===== src/design/cirf_pkg.sv =====
// Package: types, constants and block helpers for the filter planner.
package cirf_pkg;

  localparam int unsigned ID_W          = 11;
  localparam int unsigned BANK_W        = 5;
  localparam int unsigned MAX_BANKS_DEF = 28;
  localparam logic [BANK_W-1:0] BANK_COUNT_RST = 5'd14;
  localparam logic [ID_W-1:0]   ID_ALL   = 11'h7FF;
  localparam int unsigned Q_DEPTH       = 2;

  typedef enum logic [1:0] {
    KIND_ACCEPT_ALL = 2'd0,
    KIND_ID_MASK    = 2'd1,
    KIND_DISABLED   = 2'd2
  } entry_kind_t;

  typedef enum logic [1:0] {
    MODE_OFF    = 2'd0,
    MODE_BLOCKS = 2'd1,
    MODE_SUPER  = 2'd2
  } plan_mode_t;

  typedef struct packed {
    plan_mode_t        mode;
    logic [ID_W-1:0]   id_low;
    logic [ID_W-1:0]   id_high;
    logic [BANK_W-1:0] banks;
  } plan_cmd_t;

  typedef enum logic {
    F_IDLE  = 1'b0,
    F_COUNT = 1'b1
  } front_state_t;

  typedef enum logic {
    B_IDLE = 1'b0,
    B_RUN  = 1'b1
  } back_state_t;

  // log2 of the largest aligned block starting at cur that stays within hi
  function automatic logic [3:0] blk_log2(input logic [ID_W:0] cur,
                                          input logic [ID_W-1:0] hi);
    logic [3:0]    k;
    logic          go;
    logic [ID_W+1:0] span;
    logic [ID_W:0]   low_bits;
    k  = 4'd0;
    go = 1'b1;
    for (int i = 1; i <= ID_W; i++) begin
      span     = {1'b0, cur} + ((13'd1 << i) - 13'd1);
      low_bits = cur & ((12'd1 << i) - 12'd1);
      if (go && low_bits == '0 && span <= {2'b00, hi}) begin
        k = 4'(i);
      end else begin
        go = 1'b0;
      end
    end
    return k;
  endfunction

  // bit length of x (position of highest set bit plus one)
  function automatic logic [3:0] bit_len(input logic [ID_W-1:0] x);
    logic [3:0] n;
    n = 4'd0;
    for (int i = 0; i < ID_W; i++) begin
      if (x[i]) begin
        n = 4'(i + 1);
      end
    end
    return n;
  endfunction

endpackage


===== src/design/cirf_front.sv =====
// Front end: accepts a request, runs the block-count pass, queues a plan.
module cirf_front import cirf_pkg::*; #(
  parameter int unsigned MAX_BANKS = MAX_BANKS_DEF
) (
  input  logic              clk,
  input  logic              rst_n,
  input  logic              start,
  input  logic              in_filter_on,
  input  logic [ID_W-1:0]   in_id_low,
  input  logic [ID_W-1:0]   in_id_high,
  input  logic [BANK_W-1:0] bank_count,
  input  logic              q_full,
  output logic              busy,
  output logic              push,
  output plan_cmd_t         cmd
);

  front_state_t      state_r, state_nxt;
  logic              on_r, on_nxt;
  logic [ID_W-1:0]   lo_r, lo_nxt;
  logic [ID_W-1:0]   hi_r, hi_nxt;
  logic [BANK_W-1:0] banks_r, banks_nxt;
  logic [ID_W:0]     cur_r, cur_nxt;
  logic [BANK_W-1:0] cnt_r, cnt_nxt;
  logic [BANK_W-1:0] banks_clamp;
  logic              done;

  always_ff @(posedge clk) begin
    if (!rst_n) begin
      state_r <= F_IDLE;
    end else begin
      state_r <= state_nxt;
    end
    on_r    <= on_nxt;
    lo_r    <= lo_nxt;
    hi_r    <= hi_nxt;
    banks_r <= banks_nxt;
    cur_r   <= cur_nxt;
    cnt_r   <= cnt_nxt;
  end

  always_comb begin
    priority if (bank_count == '0) begin
      banks_clamp = BANK_W'(1);
    end else if (bank_count > BANK_W'(MAX_BANKS)) begin
      banks_clamp = BANK_W'(MAX_BANKS);
    end else begin
      banks_clamp = bank_count;
    end
  end

  assign done = !on_r || (cur_r > {1'b0, hi_r}) || (cnt_r > banks_r);

  always_comb begin
    cmd.id_low  = lo_r;
    cmd.id_high = hi_r;
    cmd.banks   = banks_r;
    priority if (!on_r) begin
      cmd.mode = MODE_OFF;
    end else if (cnt_r <= banks_r) begin
      cmd.mode = MODE_BLOCKS;
    end else begin
      cmd.mode = MODE_SUPER;
    end
  end

  always_comb begin
    state_nxt = state_r;
    on_nxt    = on_r;
    lo_nxt    = lo_r;
    hi_nxt    = hi_r;
    banks_nxt = banks_r;
    cur_nxt   = cur_r;
    cnt_nxt   = cnt_r;
    busy      = 1'b0;
    push      = 1'b0;
    unique case (state_r)
      F_IDLE: begin
        if (start) begin
          on_nxt    = in_filter_on;
          lo_nxt    = in_id_low;
          hi_nxt    = in_id_high;
          banks_nxt = banks_clamp;
          cur_nxt   = {1'b0, in_id_low};
          cnt_nxt   = '0;
          state_nxt = F_COUNT;
        end
      end
      F_COUNT: begin
        busy = 1'b1;
        if (done) begin
          if (!q_full) begin
            push      = 1'b1;
            state_nxt = F_IDLE;
          end
        end else begin
          cur_nxt = cur_r + (12'd1 << blk_log2(cur_r, hi_r));
          cnt_nxt = cnt_r + BANK_W'(1);
        end
      end
      default: state_nxt = F_IDLE;
    endcase
  end

endmodule


===== src/design/cirf_queue.sv =====
// Small plan queue between the front and back ends.
module cirf_queue import cirf_pkg::*; (
  input  logic      clk,
  input  logic      rst_n,
  input  logic      push,
  input  plan_cmd_t push_cmd,
  input  logic      pop,
  output plan_cmd_t pop_cmd,
  output logic      full,
  output logic      empty
);

  localparam int unsigned PTR_W = (Q_DEPTH > 1) ? $clog2(Q_DEPTH) : 1;
  localparam int unsigned CNT_W = $clog2(Q_DEPTH + 1);

  plan_cmd_t        mem_r [Q_DEPTH];
  logic [PTR_W-1:0] wp_r, wp_nxt;
  logic [PTR_W-1:0] rp_r, rp_nxt;
  logic [CNT_W-1:0] cnt_r, cnt_nxt;
  logic             do_push, do_pop;

  assign full    = (cnt_r == CNT_W'(Q_DEPTH));
  assign empty   = (cnt_r == '0);
  assign do_push = push && !full;
  assign do_pop  = pop && !empty;
  assign pop_cmd = mem_r[rp_r];

  always_comb begin
    wp_nxt  = wp_r;
    rp_nxt  = rp_r;
    cnt_nxt = cnt_r;
    if (do_push) begin
      wp_nxt = (wp_r == PTR_W'(Q_DEPTH - 1)) ? '0 : wp_r + PTR_W'(1);
    end
    if (do_pop) begin
      rp_nxt = (rp_r == PTR_W'(Q_DEPTH - 1)) ? '0 : rp_r + PTR_W'(1);
    end
    if (do_push && !do_pop) begin
      cnt_nxt = cnt_r + CNT_W'(1);
    end else if (do_pop && !do_push) begin
      cnt_nxt = cnt_r - CNT_W'(1);
    end
  end

  always_ff @(posedge clk) begin
    if (!rst_n) begin
      wp_r  <= '0;
      rp_r  <= '0;
      cnt_r <= '0;
    end else begin
      wp_r  <= wp_nxt;
      rp_r  <= rp_nxt;
      cnt_r <= cnt_nxt;
    end
    if (do_push) begin
      mem_r[wp_r] <= push_cmd;
    end
  end

endmodule


===== src/design/cirf_back.sv =====
// Back end: walks the banks and emits one registered entry per cycle while it runs a plan.
module cirf_back import cirf_pkg::*; (
  input  logic              clk,
  input  logic              rst_n,
  input  logic              q_empty,
  input  plan_cmd_t         q_cmd,
  output logic              pop,
  output logic              out_valid,
  output logic [BANK_W-1:0] out_bank,
  output logic [1:0]        out_entry_kind,
  output logic [ID_W-1:0]   out_match_id,
  output logic [ID_W-1:0]   out_match_mask,
  output logic              out_last
);

  back_state_t       state_r, state_nxt;
  plan_cmd_t         cmd_r, cmd_nxt;
  logic [ID_W:0]     cur_r, cur_nxt;
  logic [BANK_W-1:0] b_r, b_nxt;
  logic              valid_r, valid_nxt;
  logic [BANK_W-1:0] bank_r, bank_nxt;
  entry_kind_t       kind_r, kind_nxt;
  logic [ID_W-1:0]   id_r, id_nxt;
  logic [ID_W-1:0]   mask_r, mask_nxt;
  logic              last_r, last_nxt;
  logic [3:0]        k;
  logic [ID_W-1:0]   sup_mask;

  assign k        = blk_log2(cur_r, cmd_r.id_high);
  assign sup_mask = ID_W'(ID_ALL << bit_len(cmd_r.id_low ^ cmd_r.id_high));

  always_ff @(posedge clk) begin
    if (!rst_n) begin
      state_r <= B_IDLE;
      valid_r <= 1'b0;
    end else begin
      state_r <= state_nxt;
      valid_r <= valid_nxt;
    end
    cmd_r  <= cmd_nxt;
    cur_r  <= cur_nxt;
    b_r    <= b_nxt;
    bank_r <= bank_nxt;
    kind_r <= kind_nxt;
    id_r   <= id_nxt;
    mask_r <= mask_nxt;
    last_r <= last_nxt;
  end

  always_comb begin
    state_nxt = state_r;
    cmd_nxt   = cmd_r;
    cur_nxt   = cur_r;
    b_nxt     = b_r;
    pop       = 1'b0;
    valid_nxt = 1'b0;
    bank_nxt  = b_r;
    kind_nxt  = KIND_DISABLED;
    id_nxt    = '0;
    mask_nxt  = '0;
    last_nxt  = 1'b0;
    unique case (state_r)
      B_IDLE: begin
        if (!q_empty) begin
          pop       = 1'b1;
          cmd_nxt   = q_cmd;
          cur_nxt   = {1'b0, q_cmd.id_low};
          b_nxt     = '0;
          state_nxt = B_RUN;
        end
      end
      B_RUN: begin
        valid_nxt = 1'b1;
        last_nxt  = (b_r == cmd_r.banks - BANK_W'(1));
        unique case (cmd_r.mode)
          MODE_OFF: begin
            if (b_r == '0) begin
              kind_nxt = KIND_ACCEPT_ALL;
            end
          end
          MODE_BLOCKS: begin
            if (cur_r <= {1'b0, cmd_r.id_high}) begin
              kind_nxt = KIND_ID_MASK;
              id_nxt   = cur_r[ID_W-1:0];
              mask_nxt = ID_W'(ID_ALL << k);
              cur_nxt  = cur_r + (12'd1 << k);
            end
          end
          MODE_SUPER: begin
            if (b_r == '0) begin
              kind_nxt = KIND_ID_MASK;
              id_nxt   = cmd_r.id_low & sup_mask;
              mask_nxt = sup_mask;
            end
          end
          default: kind_nxt = KIND_DISABLED;
        endcase
        b_nxt = b_r + BANK_W'(1);
        if (last_nxt) begin
          state_nxt = B_IDLE;
        end
      end
      default: state_nxt = B_IDLE;
    endcase
  end

  assign out_valid      = valid_r;
  assign out_bank       = bank_r;
  assign out_entry_kind = kind_r;
  assign out_match_id   = id_r;
  assign out_match_mask = mask_r;
  assign out_last       = last_r;

endmodule


===== src/design/can_id_range_filter_planner.sv =====
// Busy stays high after a transfer while the front end counts blocks, until the range
// is covered or the count exceeds the bank count (none with the filter off), and while
// it waits on a full 2-entry queue. A plan reaches the output through the queue count,
// back-end state and output registers. One entry per cycle (1..28 banks) is strobed by
// out_valid; a new plan is taken after the last bank. The receiver cannot stall.
// Synchronous active-low reset: bank_count to 14, queue empty, all engines idle.
// Top level: CAN identifier range filter planner.
module can_id_range_filter_planner import cirf_pkg::*; #(
  parameter int unsigned MAX_BANKS = MAX_BANKS_DEF
) (
  input  logic              clk,
  input  logic              rst_n,
  input  logic              start,
  output logic              busy,
  input  logic              in_filter_on,
  input  logic [ID_W-1:0]   in_id_low,
  input  logic [ID_W-1:0]   in_id_high,
  input  logic              cfg_valid,
  output logic              cfg_ready,
  input  logic [BANK_W-1:0] cfg_bank_count,
  output logic              out_valid,
  output logic [BANK_W-1:0] out_bank,
  output logic [1:0]        out_entry_kind,
  output logic [ID_W-1:0]   out_match_id,
  output logic [ID_W-1:0]   out_match_mask,
  output logic              out_last
);

  logic [BANK_W-1:0] bank_count_r;
  logic              push, pop, q_full, q_empty;
  plan_cmd_t         push_cmd, pop_cmd;

  assign cfg_ready = 1'b1;

  always_ff @(posedge clk) begin
    if (!rst_n) begin
      bank_count_r <= BANK_COUNT_RST;
    end else if (cfg_valid && cfg_ready) begin
      bank_count_r <= cfg_bank_count;
    end
  end

  cirf_front #(.MAX_BANKS(MAX_BANKS)) u_front (
    .clk          (clk),
    .rst_n        (rst_n),
    .start        (start),
    .in_filter_on (in_filter_on),
    .in_id_low    (in_id_low),
    .in_id_high   (in_id_high),
    .bank_count   (bank_count_r),
    .q_full       (q_full),
    .busy         (busy),
    .push         (push),
    .cmd          (push_cmd)
  );

  cirf_queue u_queue (
    .clk      (clk),
    .rst_n    (rst_n),
    .push     (push),
    .push_cmd (push_cmd),
    .pop      (pop),
    .pop_cmd  (pop_cmd),
    .full     (q_full),
    .empty    (q_empty)
  );

  cirf_back u_back (
    .clk            (clk),
    .rst_n          (rst_n),
    .q_empty        (q_empty),
    .q_cmd          (pop_cmd),
    .pop            (pop),
    .out_valid      (out_valid),
    .out_bank       (out_bank),
    .out_entry_kind (out_entry_kind),
    .out_match_id   (out_match_id),
    .out_match_mask (out_match_mask),
    .out_last       (out_last)
  );

endmodule


===== config.mk =====
export PLATFORM = sky130hd
export DESIGN_NAME = can_id_range_filter_planner
export DESIGN_NICKNAME = d
export VERILOG_FILES = /design/src/design/cirf_pkg.sv /design/src/design/cirf_front.sv /design/src/design/cirf_queue.sv /design/src/design/cirf_back.sv /design/src/design/can_id_range_filter_planner.sv
export SDC_FILE = /design/constraint.sdc
export NUM_CORES = 1
export LEC_CHECK = 0
export CAP_MARGIN = 20
export CORE_MARGIN = 5
export CORE_UTILIZATION = 38
export CTS_CLUSTER_SIZE = 10
export DETAILED_ROUTE_END_ITERATION = 7
export DONT_BUFFER_PORTS = 1
export GPL_TIMING_DRIVEN = 0
export PLACE_DENSITY = 0.54
export SYNTH_ARGS = -nofsm -noshare
export SYNTH_HDL_FRONTEND = slang
export SYNTH_HIERARCHICAL = 1
export SYNTH_SLANG_ARGS = --single-unit

===== constraint.sdc =====
create_clock -name clk -period 18 [get_ports clk]
set_input_delay 2.7 -clock clk [delete_from_list [all_inputs] [get_ports clk]]
set_output_delay 2.7 -clock clk [all_outputs]
set_load 0.02 [all_outputs]

==> results.sh <==
export IMPL_status="complete, no violations"
export IMPL_drc=0
export IMPL_critPathBufInv=5
export IMPL_globalRouteTotalUtil_pct=19.42
export IMPL_path_clk_slew_ns=0.09
export IMPL_synth_common_cells="ha_1, edfxtp_1, nor2_1, nand2_1, inv_1"
export IMPL_cts_tree="yes"
export IMPL_yosys_area_top_type="edfxtp_1"
export IMPL_tightest_slew_ns=0.9235
export IMPL_htreeDepth=4
export IMPL_pwr_density_cell_mw_per_mm2=142.8
export IMPL_cp_slowest_cell="a2111oi_0"
export IMPL_post_drt_wl_per_cell_um=20.29
export IMPL_crit_arrival_ns=7.86
export IMPL_antenna_found_initial=8
export IMPL_cts_resized=0
export IMPL_fin_nets=1862
export IMPL_post_place_ws_ns=10.43
export IMPL_grt_max_degree=32
export IMPL_post_cts_buffers=0
export IMPL_gp_congestion=0.9231
export IMPL_required_ns=18.20
export IMPL_tns_ns=0
export IMPL_grt_overflow=0
export IMPL_ys_seq_area_share_pct=34.75
export IMPL_placed_cells=2138
export IMPL_synth_area_mm2=0.01535
export IMPL_crit_type="reg2reg"
export IMPL_clk_latency_ns=0.45
export IMPL_min_period_ns=7.660
export IMPL_setup_violations=0
export IMPL_worst_setup_path_start_kind="flip-flop"
export IMPL_cpPeakStageDelay_ns=0.56
export IMPL_cts_made_buffers=17
export IMPL_synth_top_cells_by_area="edfxtp_1, ha_1, dfxtp_1"
export IMPL_cp_top_family="compound AO/OA/AOI/OAI gates"
export IMPL_placed_area_mm2=0.01606
export IMPL_cts_hold_buffers=0
export IMPL_netlist_instances=1612
export IMPL_grt_pass1_vias=11980
export IMPL_wl_mm=44.09
export IMPL_synth_edf_count=149
export IMPL_hp_start="u_back/b_r[2]"
export IMPL_dp_final_hpwl_mm=34.30
export IMPL_rsz0062_at_grt="false"
export IMPL_start_util_pct=38.55
export IMPL_worstSetupStartpoint="u_back/cur_r[0]"
export IMPL_io_pins=65
export IMPL_rows=73
export IMPL_dieArea_mm2=0.04452
export IMPL_area_delta_synth_final_pct=8.744
export IMPL_yosys_area_top_type_share_pct=29.14
export IMPL_max_freq_mhz=130.6
export IMPL_fin_cells=2173
export IMPL_die_h_um=211.0
export IMPL_dieWidth_um=211.0
export IMPL_yosys_warnings=6
export IMPL_peakVddDrop_mv=0.07466
export IMPL_root_buffer="clkbuf_16"
export IMPL_clock_skew_ns=0.01392
export IMPL_slew_violations=0
export IMPL_coreArea_mm2=0.03982
export IMPL_vias_per_cell=5.676
export IMPL_clockBufferDepth=2
export IMPL_cts_num_sinks=192
export IMPL_final_cell_area_mm2=0.01670
export IMPL_dr_pass1_iters=5
export IMPL_drt_iter0_markers=822
export IMPL_leakagePower_nw=6.542
export IMPL_async_flop_share_pct=0
export IMPL_maxCapViolCount=0
export IMPL_fill_cells=3947
export IMPL_num_vias=12340
export IMPL_syn_nets=1842
export IMPL_yosysUniqueCellTypes=92
export IMPL_setup_slack_ns=10.34
export IMPL_syn_area_per_cell_um2=9.524
export IMPL_path_max_fanout=10
export IMPL_slew_headroom_pct=38.30
export IMPL_hp_class="reg2reg"
export IMPL_synthFlopType="edfxtp_1"
export IMPL_ys_seq_elements=192
export IMPL_synth_most_common_cell="ha_1"
export IMPL_drive_gt1_share_pct=7.538
export IMPL_drtAntennaViolNets=0
export IMPL_cp_end_kind="flip-flop"
export IMPL_grt_pass1_wl_mm=67.83
export IMPL_r2r_start="u_back/cur_r[0]"
export IMPL_fin_crit_sh_pct=42.55
export IMPL_portBuffers=0
export IMPL_hold_violations=0
export IMPL_total_power_mw=2.384
==> layer usage <==
metal	share of wire, %	routed length [µm]	track usage (%)	vias up
met2	48	21080	32.92	318
met4	2.8	1237	6.461	4
met5	0.077	34	0	-
met1	44	19560	25.07	5950
li1	-	-	-	5975
met3	5.0	2184	3.535	88
==> where the power goes <==
part	switching (mW)	total [mW]	leakage (nW)	internal [mW]
registers	0.0922	0.687	1.75	0.595
logic	0.794	1.30	4.49	0.507
clock network	0.203	0.396	0.302	0.193
total	1.09	2.38	6.54	1.29
==> cell families (layout without fill, tap and decap cells) <==
logic type | after synthesis | after routing | share of synthesized area [%]
multiplexers | 52 | 52 | 3.741
XOR/XNOR | 147 | 147 | 8.386
buffers and inverters | 157 | 190 | 4.058
AND/OR/NAND/NOR | 517 | 517 | 17.57
other | 1 | 4 | 0.02442
AO/OA/AOI/OAI | 348 | 348 | 15.24
flip-flops | 192 | 192 | 34.75
adder cells (fa/ha/maj) | 198 | 198 | 16.23
==> area by class of cell <==
type,count,area (µm²),share of cell area (%)
multi-input combinational,1263,9418,56.41
sequential,192,5335,31.95
tap,525,656.9,3.934
clock buffer,17,425.4,2.548
inverter,95,356.6,2.136
buffer,62,266.5,1.596
clock inverter,15,202.7,1.214
timing repair buffer,1,27.53,0.1649
antenna,3,7.507,0.04496
==> through the flow <==
| step | utilization [%] | hold slack [ns] |
|---|---|---|
| 5_1_grt | 41.93 | 0.3842 |
| 3_5_place_dp | 40.33 | 0.3569 |
| 4_1_cts | 41.91 | 0.3716 |
| 6_report | 41.93 | 0.3648 |
| 2_1_floorplan | - | 0.3462 |
| 3_3_place_gp | 40.20 | 0.3551 |
==> worst paths after layout <==
path | to | slack (ns) | depth (start not counted)
setup / recovery | u_back/cur_r[10] | 10.34 | 29
hold / removal | u_back/out_bank[2] | 0.36 | 0
setup reg to reg | u_back/cur_r[10] | 10.34 | 29
hold reg to reg | u_back/out_bank[2] | 0.36 | 0
==> registers in the layout, indices dropped and copies added (netlist names), 11 cells and up, named ones only <==
| register | flops |
|---|---|
| u_queue/mem_r | 58 |
| u_front/hi_r | 11 |
| u_back/out_match_mask | 11 |
| u_front/cur_r | 12 |
| u_back/cmd_r | 29 |
| u_back/out_match_id | 11 |
| u_back/cur_r | 12 |
| u_front/lo_r | 11 |
==> cell usage in the layout (no fill, tap or decap), types with 20 or more instances in the layout <==
| master | Yosys | routed |
|---|---|---|
| mux2_2 | 43 | 43 |
| a211oi_1 | 21 | 21 |
| a21oi_1 | 75 | 75 |
| edfxtp_1 | 149 | 149 |
| dfxtp_1 | 43 | 43 |
| o21a_1 | 28 | 28 |
| nand2_1 | 99 | 99 |
| nor2b_1 | 22 | 21 |
| nand3_1 | 52 | 52 |
| xnor2_1 | 88 | 88 |
| nor3_1 | 38 | 38 |
| o21ai_0 | 75 | 75 |
| clkbuf_1 | 42 | 42 |
| a21o_1 | 29 | 29 |
| nand4_1 | 32 | 32 |
| ha_1 | 196 | 196 |
| and2_1 | 22 | 22 |
| nand2b_1 | 20 | 20 |
| xor2_1 | 59 | 59 |
| inv_1 | 93 | 93 |
| nor2_1 | 140 | 139 |
(Power assumes the default switching activity.)
